$ cat src/rtl/cour_pkg.sv
// Shared types, constants and the CRC-16/MODBUS byte step for the receiver.
// No dependencies; imported by every module of the block.
package cour_pkg;

  localparam int unsigned FrameBytes = 19;
  localparam int unsigned CrcSpan    = 17;
  localparam int unsigned IdxW       = 5;

  localparam logic [31:0] MagicReset = 32'hAABB_CCDD;
  localparam logic [7:0]  MaxData    = 8'd8;
  localparam logic [15:0] CrcInit    = 16'hFFFF;
  localparam logic [15:0] CrcPoly    = 16'hA001;

  localparam logic [1:0] StsGood   = 2'd0;
  localparam logic [1:0] StsCrcBad = 2'd1;
  localparam logic [1:0] StsLenBad = 2'd2;

  typedef enum logic [3:0] {
    StIdle  = 4'b0001,
    StCheck = 4'b0010,
    StCrc   = 4'b0100,
    StEmit  = 4'b1000
  } cour_state_e;

  // controller -> datapath
  typedef struct packed {
    logic shift;      // take rx byte into window
    logic drop;       // magic miss: keep 18 newest bytes
    logic crc_start;
    logic crc_step;
    logic emit;       // load result register, empty window
  } cour_cmd_t;

  // datapath -> controller
  typedef struct packed {
    logic last_byte;  // next byte fills the window
    logic magic_ok;
    logic crc_done;   // current step covers the last CRC byte
    logic out_busy;   // result register still occupied
  } cour_sts_t;

  // reflected CRC-16, one byte, eight bit steps
  function automatic logic [15:0] crc16_byte(input logic [15:0] crc_in,
                                             input logic [7:0]  data);
    logic [15:0] c;
    c = crc_in ^ {8'h00, data};
    for (int b = 0; b < 8; b++) begin
      c = c[0] ? ((c >> 1) ^ CrcPoly) : (c >> 1);
    end
    return c;
  endfunction

endpackage

$ cat src/rtl/cour_ctrl.sv
// Sequencing state machine of the frame receiver.
// Depends on cour_pkg (state enum, command and status structs).
module cour_ctrl import cour_pkg::*; (
  input  logic      clk_i,
  input  logic      rst_ni,
  input  logic      in_valid_i,
  output logic      in_ready_o,
  input  cour_sts_t sts_i,
  output cour_cmd_t cmd_o
);

  cour_state_e state_q, state_d;

  always_comb begin
    state_d    = state_q;
    cmd_o      = '0;
    in_ready_o = 1'b0;
    case (state_q)
      StIdle: begin
        in_ready_o = 1'b1;
        if (in_valid_i) begin
          cmd_o.shift = 1'b1;
          if (sts_i.last_byte) state_d = StCheck;
        end
      end
      StCheck: begin
        if (sts_i.magic_ok) begin
          cmd_o.crc_start = 1'b1;
          state_d         = StCrc;
        end else begin
          cmd_o.drop = 1'b1;
          state_d    = StIdle;
        end
      end
      StCrc: begin
        cmd_o.crc_step = 1'b1;
        if (sts_i.crc_done) state_d = StEmit;
      end
      StEmit: begin
        if (!sts_i.out_busy) begin
          cmd_o.emit = 1'b1;
          state_d    = StIdle;
        end
      end
      default: state_d = StIdle;
    endcase
  end

  always_ff @(posedge clk_i or negedge rst_ni) begin
    if (!rst_ni) begin
      state_q <= StIdle;
    end else begin
      state_q <= state_d;
    end
  end

endmodule

$ cat src/rtl/cour_dp.sv
// Datapath: byte window, magic register, serial CRC unit and result register.
// Depends on cour_pkg (constants, structs, crc16_byte).
module cour_dp import cour_pkg::*; (
  input  logic        clk_i,
  input  logic        rst_ni,
  input  logic [7:0]  rx_byte_i,
  input  logic        cfg_we_i,
  input  logic [31:0] cfg_data_i,
  input  cour_cmd_t   cmd_i,
  output cour_sts_t   sts_o,
  output logic        out_valid_o,
  input  logic        out_ready_i,
  output logic [1:0]  status_o,
  output logic [31:0] can_id_o,
  output logic [7:0]  payload_len_o,
  output logic [63:0] payload_o       // payload_0 in [7:0] .. payload_7 in [63:56]
);

  localparam logic [IdxW-1:0] LastIdx  = IdxW'(FrameBytes - 1);
  localparam logic [IdxW-1:0] CrcLast  = IdxW'(CrcSpan - 1);

  // oldest byte at index 0, newest enters at the top
  logic [7:0]      win_q [FrameBytes];
  logic [IdxW-1:0] cnt_q, cnt_d;
  logic [31:0]     magic_q;
  logic [15:0]     crc_q;
  logic [IdxW-1:0] idx_q;
  logic            out_valid_q;
  logic [1:0]      status_q;
  logic [31:0]     can_id_q;
  logic [7:0]      len_q;
  logic [63:0]     payload_q;
  logic [15:0]     rx_crc;
  logic [1:0]      status_d;

  always_ff @(posedge clk_i) begin
    if (cmd_i.shift) begin
      for (int i = 0; i < FrameBytes - 1; i++) win_q[i] <= win_q[i+1];
      win_q[FrameBytes-1] <= rx_byte_i;
    end
  end

  always_comb begin
    cnt_d = cnt_q;
    if (cmd_i.shift) cnt_d = cnt_q + IdxW'(1);
    if (cmd_i.drop)  cnt_d = LastIdx;
    if (cmd_i.emit)  cnt_d = '0;
  end

  always_ff @(posedge clk_i or negedge rst_ni) begin
    if (!rst_ni) begin
      cnt_q   <= '0;
      magic_q <= MagicReset;
    end else begin
      cnt_q <= cnt_d;
      if (cfg_we_i) magic_q <= cfg_data_i;
    end
  end

  // CRC walks window bytes 0..16, one per cycle
  always_ff @(posedge clk_i) begin
    if (cmd_i.crc_start) begin
      crc_q <= CrcInit;
      idx_q <= '0;
    end else if (cmd_i.crc_step) begin
      crc_q <= crc16_byte(crc_q, win_q[idx_q]);
      idx_q <= idx_q + IdxW'(1);
    end
  end

  assign rx_crc = {win_q[18], win_q[17]};

  always_comb begin
    if (crc_q != rx_crc)     status_d = StsCrcBad;
    else if (win_q[8] > MaxData) status_d = StsLenBad;
    else                     status_d = StsGood;
  end

  always_ff @(posedge clk_i or negedge rst_ni) begin
    if (!rst_ni) begin
      out_valid_q <= 1'b0;
    end else if (cmd_i.emit) begin
      out_valid_q <= 1'b1;
    end else if (out_ready_i) begin
      out_valid_q <= 1'b0;
    end
  end

  always_ff @(posedge clk_i) begin
    if (cmd_i.emit) begin
      status_q   <= status_d;
      can_id_q   <= {win_q[7], win_q[6], win_q[5], win_q[4]};
      len_q      <= win_q[8];
      payload_q  <= {win_q[16], win_q[15], win_q[14], win_q[13],
                     win_q[12], win_q[11], win_q[10], win_q[9]};
    end
  end

  assign sts_o.last_byte = (cnt_q == LastIdx);
  assign sts_o.magic_ok  = ({win_q[3], win_q[2], win_q[1], win_q[0]} == magic_q);
  assign sts_o.crc_done  = (idx_q == CrcLast);
  assign sts_o.out_busy  = out_valid_q & ~out_ready_i;

  assign out_valid_o   = out_valid_q;
  assign status_o      = status_q;
  assign can_id_o      = can_id_q;
  assign payload_len_o = len_q;
  assign payload_o     = payload_q;

endmodule

$ cat src/rtl/can_over_uart_frame_receiver.sv
// Top level of the serial frame receiver: controller plus datapath.
// Depends on cour_pkg, cour_ctrl and cour_dp.
//
// Receives one serial byte per request on the slave stream and keeps the
// 19 most recent bytes of the current fill. A frame is: 4-byte magic word,
// 4-byte frame id, length byte, 8 data bytes, 2-byte CRC, all little-endian.
// A byte that does not complete the window is taken and the block stays idle. When a
// byte completes it, the magic word is checked in the next cycle; on a miss the
// oldest byte falls out and input resumes. On a hit
// the CRC-16/MODBUS unit walks bytes 0..16 at one byte per cycle,
// then the result is loaded into the output register once it is free, so a completing byte
// holds the input through the serial CRC walk and until that load. The
// result register lets the next frame's bytes come in while a result waits;
// a second result waits until the first has been taken. tuser carries the
// status: 0 good, 1 CRC mismatch, 2 CRC good but length above eight. All
// fields carry the received bytes unchanged whatever the status. The magic
// word register resets to 0xAABBCCDD; write it only while the block is idle.
module can_over_uart_frame_receiver import cour_pkg::*; (
  input  logic         clk_i,
  input  logic         rst_ni,
  // magic word write channel
  input  logic         cfg_wvalid_i,
  output logic         cfg_wready_o,
  input  logic [31:0]  cfg_wdata_i,     // [31:0] magic_word
  // received bytes
  input  logic         s_axis_tvalid_i,
  output logic         s_axis_tready_o,
  input  logic [7:0]   s_axis_tdata_i,  // [7:0] rx_byte
  // frame results
  output logic         m_axis_tvalid_o,
  input  logic         m_axis_tready_i,
  output logic [103:0] m_axis_tdata_o,  // [31:0] can_id, [39:32] payload_len,
                                        // [47:40] payload_0 .. [103:96] payload_7
  output logic [1:0]   m_axis_tuser_o   // [1:0] status
);

  cour_cmd_t   cmd;
  cour_sts_t   sts;
  logic [31:0] can_id;
  logic [7:0]  payload_len;
  logic [63:0] payload;

  // register writes are always taken
  assign cfg_wready_o = 1'b1;

  cour_ctrl u_ctrl (
    .clk_i      (clk_i),
    .rst_ni     (rst_ni),
    .in_valid_i (s_axis_tvalid_i),
    .in_ready_o (s_axis_tready_o),
    .sts_i      (sts),
    .cmd_o      (cmd)
  );

  cour_dp u_dp (
    .clk_i         (clk_i),
    .rst_ni        (rst_ni),
    .rx_byte_i     (s_axis_tdata_i),
    .cfg_we_i      (cfg_wvalid_i),
    .cfg_data_i    (cfg_wdata_i),
    .cmd_i         (cmd),
    .sts_o         (sts),
    .out_valid_o   (m_axis_tvalid_o),
    .out_ready_i   (m_axis_tready_i),
    .status_o      (m_axis_tuser_o),
    .can_id_o      (can_id),
    .payload_len_o (payload_len),
    .payload_o     (payload)
  );

  assign m_axis_tdata_o = {payload, payload_len, can_id};

endmodule

$ cat config.mk
export PLATFORM = sky130hd
export DESIGN_NAME = can_over_uart_frame_receiver
export DESIGN_NICKNAME = d
export VERILOG_FILES = /design/src/rtl/cour_pkg.sv /design/src/rtl/cour_ctrl.sv /design/src/rtl/cour_dp.sv /design/src/rtl/can_over_uart_frame_receiver.sv
export SDC_FILE = /design/constraint.sdc
export NUM_CORES = 1
export LEC_CHECK = 0
export ABC_AREA = 1
export BUFFER_PORTS_ARGS = -buffer_cell sky130_fd_sc_hd__buf_2
export CAP_MARGIN = 20
export CORE_MARGIN = 3
export CORE_UTILIZATION = 60
export CTS_CLUSTER_DIAMETER = 120
export DETAILED_ROUTE_END_ITERATION = 10
export PLACE_DENSITY = 0.82
export SLEW_MARGIN = 15
export SYNTH_ARGS = -nofsm -noshare
export SYNTH_HDL_FRONTEND = slang
export SYNTH_SLANG_ARGS = --single-unit
$ cat constraint.sdc
create_clock -name clk_i -period 17.8 [get_ports clk_i]
set_input_delay 0.89 -clock clk_i [delete_from_list [all_inputs] [get_ports clk_i]]
set_output_delay 0.89 -clock clk_i [all_outputs]
set_load 0.01 [all_outputs]
* Word level (Yosys, flattened, before mapping)
Memory sizes are Yosys's and may differ from the RTL's. A register that Yosys moved wholly into a read port is not among the register bits. Cells that the tools add are included. Widths: inputs -> output; s select.
Word-level totals: memory bits (writable) 152, output and inout bits 109, memories 1, input bits 45, flip-flop bits (word level) 169, logic and storage cells 73
Memory list:
- u_dp.win_q | depth 19, width 8, rd ports 20, clocked after Yosys merged registers in 1, write ports 19, RTL line cour_dp.sv:23 | logic [7:0] win_q [FrameBytes];
Operators by class: $lt $le $gt $ge 1, add/sub/neg operators 2, multiplexer cells 33, equal/unequal tests 12, reductions and logical operators 3, bitwise operators 11
Operator list (number):
- $mux 16 | 8
- $eq 32x32->1 | 1
- $mux 5 | 5
- $not 2->3 | 8
- $mux 4 | 4
- $ne 16x16->1 | 1
- $pmux 4 s4 | 1
- $xor 16x8->16 | 1
- $mux 1 | 12
- $add 5x1->5 const B | 2
- $eq 5x5->1 const B | 2
- $gt 8x4->1 const B | 1
- $ne 2x2->1 const B | 4
- $eq 4x1->1 const B | 1
- $eq 4x2->1 const B | 1
- $eq 4x3->1 const B | 1
- $eq 4x4->1 const B | 1
- $mux 2 | 2
- $reduce_and 4->1 | 1
- $mux 3 | 1
- $reduce_bool 3->1 | 1
- $reduce_bool 2->1 | 1
- $and 1x1->1 | 1
- $not 1->1 | 1

* Logic depth before layout (Yosys ltp)
depth in word-level cells 17, gate-level depth with buffers 23, mapped depth without buffers 21

* Modules after synthesis
A second synthesis with hierarchy kept.
Second synthesis, totals: cells, all modules 1071, area total of the unflattened synthesis 13131.3 um^2
By module, submodules not included:
- cour_dp | cells an instance 1032, seq. area each 9243.9 um^2, times used 1, area an instance 12867.3 um^2
- cour_ctrl | cells an instance 37, seq. area each 101.3 um^2, times used 1, area an instance 252.7 um^2
- can_over_uart_frame_receiver | cells an instance 2, seq. area each 0.0 um^2, times used 1, area an instance 11.3 um^2

* Worst setup path after synthesis
Ideal clock, no wire load.
path type register to register, start register u_ctrl.state_q[0], end register u_dp.cnt_q[3], buffers on the path 0, cell stages (with the launch flop) 8, setup slack 9150 ps, data required time 17728 ps, setup time 72 ps, clock period less this slack 8650 ps, arrival time 8578 ps, cells stage by stage dfstp_2 inv_1 nor3_1 inv_1 nor2_1 nand4_1 xor2_1 nor2_1
RTL lines:
- start, declared | RTL line cour_ctrl.sv:12 | cour_state_e state_q, state_d;
- start signal, assigned | RTL line cour_ctrl.sv:51 | state_q <= StIdle;
- start signal, assigned | RTL line cour_ctrl.sv:53 | state_q <= state_d;
- end signal, assigned | RTL line cour_dp.sv:55 | cnt_q <= cnt_d;
- end, declared | RTL line cour_dp.sv:24 | logic [IdxW-1:0] cnt_q, cnt_d;

==> flow_summary.json <==
{
  "outcome": "finished clean",
  "syn-num-nets": 1130,
  "layout_min_cycle_time_ns": 3.38,
  "synth_top_family_by_area": "simple AND/OR/NAND/NOR gates",
  "drv_slew": 0,
  "fin_area_um2": 15000,
  "hp-class": "in2async",
  "post-place-ws_ns": 14.42,
  "p_int_mw": 1.41,
  "wl_per_cell_um": 18.4,
  "crit_path_cell_trace": "inv_1 -> nor3_1 -> inv_1 -> nor2_4 -> buf_4 -> buf_4",
  "globalRoute.totalOverflow": 0,
  "clkPwrFrac_pct": 32.9,
  "cp.required_ns": 17.97,
  "grt_pass1_wl_mm": 44.6,
  "synth_seq_area_share_pct": 71.0,
  "synth_edf_count": 258,
  "netlist_instances": 1081,
  "combPwrFrac_pct": 11.0,
  "synthMuxAreaShare_pct": 1.86,
  "crit_type": "reg2reg",
  "track_usage_pct": 23.5,
  "dp_hpwl_mm": 18.4,
  "antenna_cells": 0,
  "antenna_found_initial": 0,
  "io_pins": 154,
  "clk_latency_ns": 0.55,
  "vias": 8525,
  "synth-xor-area-share_pct": 2.59,
  "firstDrtPassIters": 5,
  "setup_viol": 0,
  "clockRootBuffer": "clkbuf_16",
  "cts_resized": 0,
  "final.setup.worst_slack_ns": 14.42,
  "rsz0062_at_grt": "false",
  "ys_ff_latch": 326,
  "yosys.area_share.simple_pct": 14.2,
  "cp_slowest_cell": "buf_4",
  "postCtsHoldBufs": 0,
  "synth_cell_types": 39,
  "skew_ns": 0.0112,
  "synth-adder-area-share_pct": 0.380,
  "antenna_left": 0,
  "synth_compound_area_share_pct": 4.64,
  "cts_buffer_depth": 3,
  "vias_per_cell": 5.57,
  "dieArea_um2": 23800,
  "die_height_um": 154,
  "finalSetupTns_ns": 0,
  "end_kind": "register",
  "portBuffers": 152,
  "async_reset_ff_share_pct": 12.9,
  "syn_area_um2": 13200,
  "dpl-instance-area_um2": 14100,
  "clkSinkCount": 326,
  "initial_core_util_pct": 61.9,
  "core-area_um2": 21300,
  "ir_drop_mv": 0.0783,
  "timing.fmax_mhz": 296,
  "cts_buffers": 30,
  "sw_frac_of_total_pct": 25.9,
  "syn_to_final_growth_pct": 14.2,
  "p_seq_share_pct": 56.1,
  "min_period_over_period_pct": 19.0,
  "routed_wl_mm": 28.2,
  "rows": 53,
  "grt_pass1_vias": 8286,
  "synth.avg_cell_area_um2": 12.2,
  "post_cts_buffers": 0,
  "worstMarginPinSlew_ns": 1.08,
  "gp_congestion": 0.901,
  "dp_cells": 1473,
  "path_max_fanout": 85,
  "num-fill-cells": 1413,
  "grt_max_degree": 86,
  "synth_area_leader_cell": "edfxtp_1",
  "path_clk_slew_ns": 0.06,
  "yosysTopAreaCellShare_pct": 58.8,
  "die_w_um": 154,
  "power_mw": 1.90,
  "max-cap-violations": 0,
  "startpoint_type": "register",
  "cts_htree_levels": 1,
  "relSlewSlack_pct": 27.8,
  "slowest_delay_ns": 0.93,
  "layout-drive-gt1-share_pct": 21.6,
  "yosysWarnings": 0,
  "fin_cells": 1530,
  "tritoncts": "built",
  "drc": 0,
  "nets": 1280,
  "power.switching_uw": 493,
  "synth_ff_type": "edfxtp_1",
  "dr.first_iter.drc_count": 883,
  "leakage_nw": 6.14,
  "hold_viol": 0,
  "critical_path_arrival_ns": 3.55,
  "p_per_area_nw_per_um2": 127,
  "ys_top_cells_by_area": "edfxtp_1 (59%), nand2_1 (7.0%), dfstp_2 (4.2%)"
}
==> metrics by stage <==
step | util (%) | hold WS [ns]
after floorplan | - | 0.426
after global placement | 66.0 | 0.456
after detailed placement | 66.0 | 0.461
after CTS | 70.6 | 0.476
after global routing | 70.7 | 0.482
final | 70.7 | 0.477
==> registers in the layout, indices dropped and copies added (netlist names), named ones only <==
signal / flops
u_dp.crc_q: 16
u_dp.can_id_o: 32
u_dp.cnt_q: 5
u_dp.payload_len_o: 8
u_dp.magic_q: 32
u_dp.idx_q: 5
u_dp.status_o: 2
u_dp.out_valid_o: 1
u_dp.payload_o: 64
u_ctrl.state_q: 4
u_dp.win_q: 152
==> cell families (layout without fill, tap and decap cells) <==
family | after synthesis | count (layout)
compound gates | 95 | 95
other cells | 1 | 1
flops | 326 | 326
simple gates | 438 | 438
xor+xnor | 39 | 39
fa+ha+maj | 4 | 4
buf+inv | 156 | 330
mux | 22 | 22
==> Yosys cell counts (2+ instances only) <==
library cell  instances
nand2_1             246
o221ai_1              4
nor2_1               56
buf_2                15
buf_6                11
mux2i_1               2
o21ai_1               9
dfxtp_1              26
dfrtp_1              21
o2111ai_1             7
o31ai_1               2
o21ai_0              37
nor3_1                2
mux2_2               20
clkbuf_1             11
xnor2_1              30
nand4_1               9
edfxtp_1            258
nor4_1                5
nor2_2                2
xor2_1                9
a21oi_1               6
nand3_2               2
buf_4                 4
nand3_1             102
ha_1                  4
nand2_2              11
inv_1               110
o211ai_1             26
inv_2                 5
dfstp_2              21
==> cell type report <==
cell class	instances	area, um^2	share of cell area, %
Sequential cell	326	9350	62.1
Inverter	115	434	2.89
Multi-Input combinational cell	599	3130	20.8
Clock buffer	35	791	5.26
Clock inverter	21	174	1.16
Tap cell	275	344	2.29
Timing Repair Buffer	159	826	5.49
==> worst max-delay path: cells and delay by family, from the launching register on <==
family,cells,cell delay (ns)
simple gates,2,0.49
flops,1,0.55
buf+inv,4,1.85
==> cell usage in the layout (no fill, tap or decap), types with 9 or more instances in the layout <==
cell and n:
o21ai_1 9, edfxtp_1 258, xnor2_1 30, mux2_2 20
nor2_1 55, nand3_1 102, nand2_2 11, dfrtp_1 21
clkbuf_16 31, xor2_1 9, o21ai_0 37, nand4_1 9
dfstp_2 21, clkinv_2 9, o211ai_1 26, inv_1 109
dfxtp_1 25, buf_2 152, nand2_1 246
==> worst paths after layout <==
path / startpoint / end / slack (ns) / cells past startpoint
max: u_ctrl.state_q[0] / u_dp.win_q[16][5] / 14.42 / 6
min: rst_ni / u_dp.cnt_q[0] / 0.48 / 1
max reg2reg: u_ctrl.state_q[0] / u_dp.win_q[16][5] / 14.42 / 6
min reg2reg: u_dp.win_q[12][4] / u_dp.payload_o[28] / 0.48 / 0
max in group asynchronous: rst_ni / u_dp.magic_q[28] / 16.72 / 1
min in group clk_i: u_dp.win_q[12][4] / u_dp.payload_o[28] / 0.48 / 0
==> routing by layer <==
layer / vias up / track usage (%) / wire, um
li1: 4010 / - / -
met1: 4053 / 33.5 / 11500
met2: 404 / 38.5 / 13600
met3: 58 / 3.49 / 2300
met4: 0 / 6.64 / 699
met5: - / 0 / 0
==> power by group through the flow <==
stage,Clock (mW),Combinational (mW),Sequential [mW]
floorplan,0,0.155,1.06
global placement,0,0.198,1.08
detailed placement,0,0.206,1.08
CTS,0.633,0.208,1.07
global route,0.665,0.237,1.08
finish,0.626,0.209,1.07
(Power assumes the default switching activity.)
